--- src/hdc_pkg.sv ---
// hdc_pkg: shared types and constants of the heading deviation correction block.
// No dependencies.
`default_nettype none
package hdc_pkg;
   localparam int unsigned FULL_CIRCLE = 36000;
   localparam int unsigned HALF_CIRCLE = 18000;
   localparam int unsigned N_POINTS = 4;
   localparam int unsigned TRUE_STEP = 9000;

   // register indexes
   localparam logic [2:0] REG_NORTH = 3'd0;
   localparam logic [2:0] REG_EAST = 3'd1;
   localparam logic [2:0] REG_SOUTH = 3'd2;
   localparam logic [2:0] REG_WEST = 3'd3;

   typedef struct packed {
      logic [15:0] ind;
      logic signed [15:0] corr;
   } point_type;

   // sideband that rides along the divider
   typedef struct packed {
      logic [15:0] h;
      logic signed [15:0] c0;
      logic neg;
      logic zero;
   } tag_type;
endpackage
`default_nettype wire

--- src/hdc_points.sv ---
// hdc_points: calibration registers, correction per point and stable sort.
// Depends on hdc_pkg.
`default_nettype none
module hdc_points (
   input wire logic clock,
   input wire logic reset,
   input wire logic csr_we,
   input wire logic [2:0] csr_index,
   input wire logic [15:0] csr_data,
   output hdc_pkg::point_type [3:0] pts
);
   logic [15:0] regs_ff [4];
   hdc_pkg::point_type [3:0] pts_ff, pts_in;
   hdc_pkg::point_type [3:0] raw_pts;
   logic [1:0] rank [4];

   always_ff @(posedge clock) begin
      if (reset) begin
         regs_ff[0] <= 16'(0);
         regs_ff[1] <= 16'(hdc_pkg::TRUE_STEP);
         regs_ff[2] <= 16'(2 * hdc_pkg::TRUE_STEP);
         regs_ff[3] <= 16'(3 * hdc_pkg::TRUE_STEP);
      end else if (csr_we) begin
         unique case (csr_index)
            hdc_pkg::REG_NORTH: regs_ff[0] <= csr_data;
            hdc_pkg::REG_EAST: regs_ff[1] <= csr_data;
            hdc_pkg::REG_SOUTH: regs_ff[2] <= csr_data;
            hdc_pkg::REG_WEST: regs_ff[3] <= csr_data;
            default: ;
         endcase
      end
   end

   always_comb begin
      logic [15:0] ind;
      logic signed [17:0] cc;
      logic [2:0] cnt;
      for (int i = 0; i < 4; i++) begin
         ind = (regs_ff[i] >= 16'(hdc_pkg::FULL_CIRCLE)) ?
               regs_ff[i] - 16'(hdc_pkg::FULL_CIRCLE) : regs_ff[i];
         cc = 18'sd9000 * 18'(i) - $signed({2'b00, ind});
         if (cc > 18'sd18000) cc = cc - 18'sd36000;
         if (cc < -18'sd18000) cc = cc + 18'sd36000;
         raw_pts[i].ind = ind;
         raw_pts[i].corr = 16'(cc);
      end
      // stable rank: smaller values, and equal values from lower registers
      for (int i = 0; i < 4; i++) begin
         cnt = 3'd0;
         for (int j = 0; j < 4; j++) begin
            if (raw_pts[j].ind < raw_pts[i].ind ||
                (j < i && raw_pts[j].ind == raw_pts[i].ind))
               cnt = cnt + 3'd1;
         end
         rank[i] = cnt[1:0];
      end
      pts_in = raw_pts;
      for (int i = 0; i < 4; i++) pts_in[rank[i]] = raw_pts[i];
   end

   always_ff @(posedge clock) begin
      pts_ff <= pts_in;
   end

   assign pts = pts_ff;
endmodule
`default_nettype wire

--- src/hdc_divider.sv ---
// hdc_divider: four-stage restoring divider, four quotient bits per stage.
// Quotient is known to fit 16 bits. Depends on hdc_pkg.
`default_nettype none
module hdc_divider (
   input wire logic clock,
   input wire logic reset,
   input wire logic in_valid,
   input wire logic [30:0] in_num,
   input wire logic [15:0] in_den,
   input wire hdc_pkg::tag_type in_tag,
   output logic out_valid,
   output logic [15:0] out_quot,
   output hdc_pkg::tag_type out_tag
);
   logic v_ff [4];
   logic [15:0] rem_ff [4], low_ff [4], quot_ff [4], den_ff [4];
   hdc_pkg::tag_type tag_ff [4];
   logic [15:0] rem_in [4], quot_in [4];

   always_comb begin
      logic [16:0] r;
      logic [15:0] q, low, d;
      for (int s = 0; s < 4; s++) begin
         if (s == 0) begin
            r = {2'b00, in_num[30:16]};
            q = 16'd0;
            low = in_num[15:0];
            d = in_den;
         end else begin
            r = {1'b0, rem_ff[s-1]};
            q = quot_ff[s-1];
            low = low_ff[s-1];
            d = den_ff[s-1];
         end
         for (int k = 0; k < 4; k++) begin
            r = {r[15:0], low[15 - 4*s - k]};
            if (r >= {1'b0, d}) begin
               r = r - {1'b0, d};
               q = {q[14:0], 1'b1};
            end else begin
               q = {q[14:0], 1'b0};
            end
         end
         rem_in[s] = r[15:0];
         quot_in[s] = q;
      end
   end

   always_ff @(posedge clock) begin
      for (int s = 0; s < 4; s++) begin
         rem_ff[s] <= rem_in[s];
         quot_ff[s] <= quot_in[s];
         if (s == 0) begin
            low_ff[s] <= in_num[15:0];
            den_ff[s] <= in_den;
            tag_ff[s] <= in_tag;
         end else begin
            low_ff[s] <= low_ff[s-1];
            den_ff[s] <= den_ff[s-1];
            tag_ff[s] <= tag_ff[s-1];
         end
      end
      if (reset) begin
         for (int s = 0; s < 4; s++) v_ff[s] <= 1'b0;
      end else begin
         v_ff[0] <= in_valid;
         for (int s = 1; s < 4; s++) v_ff[s] <= v_ff[s-1];
      end
   end

   assign out_valid = v_ff[3];
   assign out_quot = quot_ff[3];
   assign out_tag = tag_ff[3];
endmodule
`default_nettype wire

--- src/heading_deviation_correct_top.sv ---
// heading_deviation_correct_top: compass deviation correction pipeline.
// Depends on hdc_pkg, hdc_points, hdc_divider.
//
//   channel  ports                         direction  handshake
//   req      start busy req_raw_heading    in         start & !busy
//   rsp      rsp_valid rsp_true_heading    out        one-cycle strobe
//   csr      csr_we csr_index csr_data     in         write on csr_we
//
// One item enters every cycle; busy is always low. The pipeline stages are,
// in order: normalize, segment select, multiply, four divider stages, final wrap.
// Synchronous reset clears valid bits and loads the register reset values; a
// write lands in the calibration register, then in the registered point table,
// and then takes effect. The receiver cannot stall, so nothing is held back.
`default_nettype none
module heading_deviation_correct_top (
   input wire logic clock,
   input wire logic reset,
   input wire logic start,
   output logic busy,
   input wire logic signed [17:0] req_raw_heading,
   output logic rsp_valid,
   output logic [15:0] rsp_true_heading,
   input wire logic csr_we,
   input wire logic [2:0] csr_index,
   input wire logic [15:0] csr_data
);
   hdc_pkg::point_type [3:0] pts;
   logic accept;

   logic v1_ff, v2_ff, v3_ff, out_v_ff;
   logic [15:0] h1_ff, h1_in;
   logic [15:0] d2_ff, span2_ff, h2_ff;
   logic signed [16:0] dc2_ff;
   logic signed [15:0] c02_ff;
   logic [15:0] d2_in, span2_in;
   logic signed [16:0] dc2_in;
   logic signed [15:0] c02_in;
   logic [16:0] dc2_mag;
   logic [30:0] num3_ff;
   logic [15:0] den3_ff;
   hdc_pkg::tag_type tag3_ff;
   logic div_v;
   logic [15:0] div_q;
   hdc_pkg::tag_type div_tag;
   logic [15:0] out_ff, out_in;

   assign busy = 1'b0;
   assign accept = start & ~busy;

   hdc_points u_points (
      .clock(clock), .reset(reset), .csr_we(csr_we), .csr_index(csr_index),
      .csr_data(csr_data), .pts(pts)
   );

   // full reduction of any 18-bit pattern: offset by four circles, then pick
   always_comb begin
      logic signed [19:0] v;
      v = 20'(req_raw_heading) + 20'sd144000;
      h1_in = 16'(v);
      for (int m = 1; m < 8; m++) begin
         if (v >= 20'sd36000 * 20'(m)) h1_in = 16'(v - 20'sd36000 * 20'(m));
      end
   end

   always_comb begin
      logic found;
      found = 1'b0;
      d2_in = 16'(h1_ff + 16'(hdc_pkg::FULL_CIRCLE) - pts[3].ind);
      if (h1_ff >= pts[3].ind) d2_in = h1_ff - pts[3].ind;
      span2_in = 16'(pts[0].ind + 16'(hdc_pkg::FULL_CIRCLE) - pts[3].ind);
      c02_in = pts[3].corr;
      dc2_in = 17'(pts[0].corr) - 17'(pts[3].corr);
      for (int i = 0; i < 3; i++) begin
         if (!found && h1_ff >= pts[i].ind && h1_ff < pts[i+1].ind) begin
            found = 1'b1;
            d2_in = h1_ff - pts[i].ind;
            span2_in = pts[i+1].ind - pts[i].ind;
            c02_in = pts[i].corr;
            dc2_in = 17'(pts[i+1].corr) - 17'(pts[i].corr);
         end
      end
   end

   assign dc2_mag = dc2_ff[16] ? 17'(-dc2_ff) : 17'(dc2_ff);

   // quotient can reach 35999, so it needs a sign bit of its own
   always_comb begin
      logic signed [16:0] q;
      logic signed [17:0] s;
      q = div_tag.neg ? -$signed({1'b0, div_q}) : $signed({1'b0, div_q});
      s = 18'({2'b00, div_tag.h}) + 18'(div_tag.c0) + 18'(q);
      if (s < 0) s = s + 18'sd36000;
      else if (s >= 18'sd36000) s = s - 18'sd36000;
      out_in = div_tag.zero ? div_tag.h : 16'(s);
   end

   always_ff @(posedge clock) begin
      h1_ff <= h1_in;
      d2_ff <= d2_in;
      span2_ff <= span2_in;
      dc2_ff <= dc2_in;
      c02_ff <= c02_in;
      h2_ff <= h1_ff;
      num3_ff <= 31'({16'd0, d2_ff} * {15'd0, dc2_mag});
      den3_ff <= span2_ff;
      tag3_ff.h <= h2_ff;
      tag3_ff.c0 <= c02_ff;
      tag3_ff.neg <= dc2_ff[16];
      tag3_ff.zero <= (span2_ff == 16'd0);
      out_ff <= out_in;
      if (reset) begin
         v1_ff <= 1'b0;
         v2_ff <= 1'b0;
         v3_ff <= 1'b0;
         out_v_ff <= 1'b0;
      end else begin
         v1_ff <= accept;
         v2_ff <= v1_ff;
         v3_ff <= v2_ff;
         out_v_ff <= div_v;
      end
   end

   hdc_divider u_div (
      .clock(clock), .reset(reset), .in_valid(v3_ff), .in_num(num3_ff),
      .in_den(den3_ff), .in_tag(tag3_ff), .out_valid(div_v), .out_quot(div_q),
      .out_tag(div_tag)
   );

   assign rsp_valid = out_v_ff;
   assign rsp_true_heading = out_ff;

   a_latency: assert property (@(posedge clock) disable iff (reset)
      accept |-> ##8 rsp_valid) else $error("item lost in pipeline");
   a_no_ghost: assert property (@(posedge clock) disable iff (reset)
      rsp_valid |-> $past(accept, 8)) else $error("result without item");
   a_range: assert property (@(posedge clock) disable iff (reset)
      rsp_valid |-> rsp_true_heading < 16'd36000) else $error("heading out of range");
   a_reset: assert property (@(posedge clock)
      $past(reset) |-> !rsp_valid) else $error("strobe after reset");
endmodule
`default_nettype wire
--- config.mk ---
export PLATFORM = sky130hd
export DESIGN_NAME = heading_deviation_correct_top
export DESIGN_NICKNAME = d
export VERILOG_FILES = /design/src/hdc_pkg.sv /design/src/hdc_points.sv /design/src/hdc_divider.sv /design/src/heading_deviation_correct_top.sv
export SDC_FILE = /design/constraint.sdc
export NUM_CORES = 2
export LEC_CHECK = 0
export BUFFER_PORTS_ARGS = -buffer_cell sky130_fd_sc_hd__buf_2
export CORE_MARGIN = 2
export CORE_UTILIZATION = 35
export DETAILED_ROUTE_END_ITERATION = 7
export PLACE_DENSITY_LB_ADDON = 0.2
export SLEW_MARGIN = 40
export SYNTH_ARGS = -nofsm -noshare
export SYNTH_HDL_FRONTEND = slang
export SYNTH_SLANG_ARGS = --single-unit
--- constraint.sdc ---
create_clock -name clock -period 13.1 [get_ports clock]
set_input_delay 0.655 -clock clock [delete_from_list [all_inputs] [get_ports clock]]
set_output_delay 0.655 -clock clock [all_outputs]
set_load 0.02 [all_outputs]
=== Yosys cells after proc, flatten, opt, wreduce, memory -nomap -nowiden ===
Memories as Yosys holds them, arrays and structs flattened. A register that Yosys moved wholly into a read port is not among the register bits.
Index checks and enable logic that the tools add are counted.
Widths: inputs -> output; s select.

* Bits in registers: 325
* Memory bits (writable): 460
* Input port bits: 41
* Output and inout port bits: 18
* Memories: 7

{| class="wikitable"
|+ Memory list
! name !! depth !! width !! read ports !! clocked after Yosys merged registers in !! wr ports !! RTL line !! source
|-
| u_div.tag_ff || 4 || 34 || 4 || 0 || 4 || hdc_divider.sv:17 || <nowiki>hdc_pkg::tag_type tag_ff [4];</nowiki>
|-
| u_div.den_ff || 4 || 16 || 3 || 0 || 4 || hdc_divider.sv:16 || <nowiki>logic [15:0] rem_ff [4], low_ff [4], quot_ff [4], den_ff [4];</nowiki>
|-
| u_div.low_ff || 4 || 16 || 3 || 0 || 4 || hdc_divider.sv:16 ||
|-
| u_div.quot_ff || 4 || 16 || 4 || 0 || 4 || hdc_divider.sv:16 ||
|-
| u_div.rem_ff || 4 || 16 || 3 || 0 || 4 || hdc_divider.sv:16 ||
|-
| u_points.regs_ff || 4 || 16 || 4 || 0 || 4 || hdc_points.sv:12 || <nowiki>logic [15:0] regs_ff [4];</nowiki>
|-
| 1 more memories || -- || -- || -- || -- || -- || -- ||
|}

* $add $sub $neg: 73
* Multipliers: 1
* Order comparisons: 68
* Eq/ne operators: 9
* Mux-type cells: 126
* Bitwise logic cells: 8
* Reduce and logical (&&, ||, !) cells: 19

{| class="wikitable"
|+ Operators by type and width
! cell !! number
|-
| $mux 16 || 48
|-
| $bwmux 128 || 4
|-
| $sub 16x16->16 || 25
|-
| $lt 16x16->1 || 19
|-
| $demux 32 s2 || 4
|-
| $ge 17x16->1 || 15
|-
| $sub 16x16->16 const B || 9
|-
| $mux 32 || 4
|-
| $add 16x16->16 const B || 7
|-
| $eq 16x16->1 || 6
|-
| $mux 17 || 5
|-
| $ge 16x16->1 || 5
|-
| $ge 20x19->1 const B || 4
|-
| $gt 18x16->1 const B || 4
|-
| $lt 18x16->1 const B || 4
|-
| $mux 18 || 4
|-
| $sub 18x17->18 const B || 4
|-
| $sub 16x16->17 || 4
|-
| $ge 16x16->1 const B || 4
|-
| $mux 1 || 45
|-
| $ge 20x18->1 const B || 2
|-
| $sub 15x16->17 const A || 2
|-
| $sub 16x15->16 const B || 2
|-
| $mul 16x17->31 || 1
|-
| 24 further kinds || 73
|}

=== Longest topological paths before layout ===
An unclocked memory read counts as a cell.

* Depth in word-level cells: 19
* Depth in mapped cells: 67
* Gate-level depth less buffers: 63

=== Hierarchy ===
From an unflattened synthesis, not the netlist that was laid out.

* Cell total of the unflattened synthesis: 8045
* Area total of the unflattened synthesis: 66560.1 um2

{| class="wikitable"
|+ Modules (own cells, without submodules)
! module !! times used !! cells an instance !! area each (um2) !! seq. area each (um2)
|-
| heading_deviation_correct_top || 1 || 3578 || 28972.8 || 3963.8
|-
| hdc_divider || 1 || 2375 || 20671.1 || 6005.8
|-
| hdc_points || 1 || 2092 || 16916.2 || 4404.2
|}

=== Worst setup path after synthesis ===
OpenSTA, ideal clock, no wires.

* Path type: reg-to-reg
* Start: memory u_div.den_ff[1][1]
* End: memory u_div.rem_ff[2][10]
* Arrival time: 13.012 ns
* Data required time: 12.979 ns
* Slack: -0.033 ns
* Stages on the path, launching flop included: 64
* Path buffers: 4
* Clock period less this slack: 13.133 ns
* Cell sequence: dfxtp_1 > inv_1 > ha_1 > nor2b_1 > o21ai_0 > a21boi_0 > o21ai_0 > a21boi_0 > o21ai_0 > a31oi_1 > o31ai_1 > a21oi_1 > clkbuf_1 > buf_1 > nand2_1 > o21ai_0 > inv_1 > ha_1 > [... 28 more ...] > a21oi_1 > ha_1 > nor2b_1 > o21ai_0 > a21boi_0 > o21ai_0 > a21boi_0 > o21ai_0 > a21boi_0 > o21ai_0 > a21boi_0 > o21ai_0 > a21oi_1 > o31a_1 > o21ai_0 > o2111ai_1 > clkbuf_1 > mux2_2

{| class="wikitable"
|+ RTL lines
! what !! RTL line
|-
| start, declared || hdc_divider.sv:16
|-
| end, declared || hdc_divider.sv:16
|}

==> results.py <==
metrics = {
    "detailed_routing": {
        "drt_iter0_markers": 4662,
        "detail_route.vias_per_cell": 5.46,
        "wl_per_cell_um": 20.8,
        "wirelength_um": 212000,
        "drt-pass1-iter-count": 8,
        "ant_nets": 0,
        "post-route-drc-count": 0,
        "via_count": 55500,
    },
    "synthesis": {
        "yosysSeqAreaShare_pct": 22.7,
        "ys.flop_type": "dfxtp_1",
        "synthesis.nets": 8770,
        "synth_edf_count": 64,
        "postSynthRegisterBits": 685,
        "synth_common_cells": "inv_1, ha_1, nand2_1",
        "ys_types": 92,
        "synth_top_family_by_area": "adder cells",
        "synth.largest_area_cell": "dfxtp_1",
        "synth.area.top_cells": "dfxtp_1, ha_1, fa_1",
        "syn_inst": 7741,
        "synth-simple-area-share_pct": 16.5,
        "syn_avg_cell_area_um2": 8.16,
        "yosys_warnings": 0,
        "synth-compound-area-share_pct": 20.9,
        "muxShareOfSynthArea_pct": 4.01,
        "synth_area_um2": 63200,
        "synthAdderAreaFrac_pct": 22.7,
        "synth_xor_xnor_area_share_pct": 6.18,
        "async_reset_ff_share_pct": 0,
        "yosys.area.top_type_share_pct": 19.7,
        "yosysMostFrequentCell": "inv_1",
    },
    "die": {
        "core_area_um2": 179000,
        "ios": 59,
        "fp.dieW_um": 429,
        "die_y_um": 429,
        "start_util_pct": 35.3,
        "rows": 155,
        "die_area_um2": 184000,
    },
    "clocking": {
        "cts_buffer_depth": 3,
        "cts.clk_slew.worst_paths_ns": 0.07,
        "cts_root_buf": "clkbuf_16",
        "clock_latency_ns": 0.72,
        "numCtsBuffers": 76,
        "cts_tree": "built",
        "cts.sinks": 685,
        "htree_levels": 3,
        "cts_hold_buf": 0,
    },
    "critical_path": {
        "path_common_cell": "o21ai_1",
        "worstPathRequired_ns": 13.68,
        "critPathArrivalTime_ns": 12.71,
        "start_kind": "flop",
        "critPathMaxFanout": 19,
        "crit_path_max_incr_delay_ns": 0.62,
        "crit_type": "flop to flop",
        "critPathSlowestCell": "or4b_2",
        "end_kind": "flop",
    },
    "global_route": {
        "grt_max_degree": 56,
        "grt_usage_pct": 22.4,
        "grt_pass1_wl_um": 323000,
        "antenna_found_initial": 13,
        "grt_pass1_vias": 54000,
        "gr-total-overflow": 0,
    },
    "final_layout": {
        "drive_gt1_share_pct": 7.42,
        "num-fill-cells": 18400,
        "fin_nets": 8771,
        "multi_input_area_um2": 44800,
        "seq_area_um2": 14400,
        "area_growth_pct": 10.2,
    },
    "sta": {
        "fmax_mhz": 82.5,
        "finClkSkew_ns": 0.0542,
        "tightest_slew_ns": 0.969,
        "rsz0062_at_grt": "no",
        "slew_headroom_pct": 34.9,
        "period_needed_ns": 12.12,
        "slew_violations": 0,
        "setup_tns_ns": 0,
        "setup_violations": 0,
        "fin_crit_sh_pct": 92.6,
        "hold_violations": 0,
    },
    "placed_design": {
        "gp_congestion": 0.955,
        "hpwl_um": 169000,
        "io_buffer_count": 57,
    },
    "flow_run": {
        "drv_cap": 0,
    },
    "run_status": {
        "status": "complete, no violations",
    },
    "hold_path": {
        "hp-class": "input pin to flop",
    },
}
==> cells by family after synthesis <==
logic type                 Yosys count
and+or+nand+nor                   2179
muxes                              237
buffers and inverters             1172
DFF                                685
adders and majority gates          988
xor gates and xnor gates           443
other                                1
AOI/OAI and AO/OA                 2036
==> flip-flops by register name, summed over array words and instances (netlist names), 24 cells and up <==
name / cells
tag3_ff: 34
num3_ff: 31
u_points.pts: 124
u_div.quot_ff: 40
u_div.rem_ff: 48
u_div.low_ff: 24
u_div.den_ff: 48
u_div.tag_ff: 136
u_points.regs_ff: 64
==> through the flow <==
stage               setup slack, ns  cell area (um2)  instances  util, %  hold WS, ns
floorplan                     0.147            63200       7741        -        0.310
global placement              0.411            66500      10000     37.2        0.310
detailed placement            0.270            66600      10000     37.2        0.312
CTS                           0.163            69400      10200     38.8       0.0842
global route                 0.0141            69600      10200     38.9       0.0843
finish                        0.975            69600      10200     38.9        0.126
==> critical path, delay by kind of cell (launching register included) <==
kind	cells	cell delay (ns)
AOI/OAI and AO/OA	40	7.55
adders and majority gates	4	1.24
buffers and inverters	5	0.82
DFF	1	0.33
muxes	1	0.28
and+or+nand+nor	7	1.82
==> final timing paths <==
kind	startpoint	to	slack (ns)	depth (start not counted)
worst max register to register	u_div.den_ff[1][2]	u_div.rem_ff[2][15]	0.98	57
worst min-delay path	req_raw_heading[1]	h1_ff[1]	0.13	1
worst max-delay path	u_div.den_ff[1][2]	u_div.rem_ff[2][15]	0.98	57
worst min register to register	tag3_ff[23]	u_div.tag_ff[0][23]	0.31	0
==> layout by cell type (no fill, tap or decap), drive strengths merged, types with 64 or more instances in the layout <==
cell    synthesis  final
inv           904    921
ha            726    726
nand2         700    700
dfxtp         621    621
o21ai         543    543
nor2          534    534
a21oi         478    478
xnor2         311    311
fa            262    262
and2          205    205
buf            29    182
a21o          147    147
xor2          131    131
mux2          126    126
o211ai        125    125
nor3          122    122
nor2b         116    116
a21boi        114    114
mux2i         111    111
nand4         100    100
clkbuf        232     98
nand3          88     88
nand2b         88     88
a211oi         82     82
edfxtp         64     64
==> per-layer routing <==
layer / routed length [um] / track usage [%]
met1: 95700 / 30.6
met4: 8380 / 8.03
met3: 13300 / 3.04
met5: 36 / 0
met2: 94100 / 36.2
==> final cells by class <==
cell class	count	share of cell area, %
multi-input cells	5884	64.4
clock buffers	96	2.96
inverters	911	4.92
clock inverters	46	1.01
flip-flops and latches	685	20.6
diodes	6	0.0216
repair buffers	184	1.81
well taps	2355	4.23
==> what timing repair did <==
action / CTS / global route
gates resized for setup: 0 / 57
setup endpoints to repair: 0 / 52
buffers inserted: 0 / 3
Power is left out: the tool's default activity adds up to more than one toggle a clock period on the data nets, which glitch-free logic cannot reach.
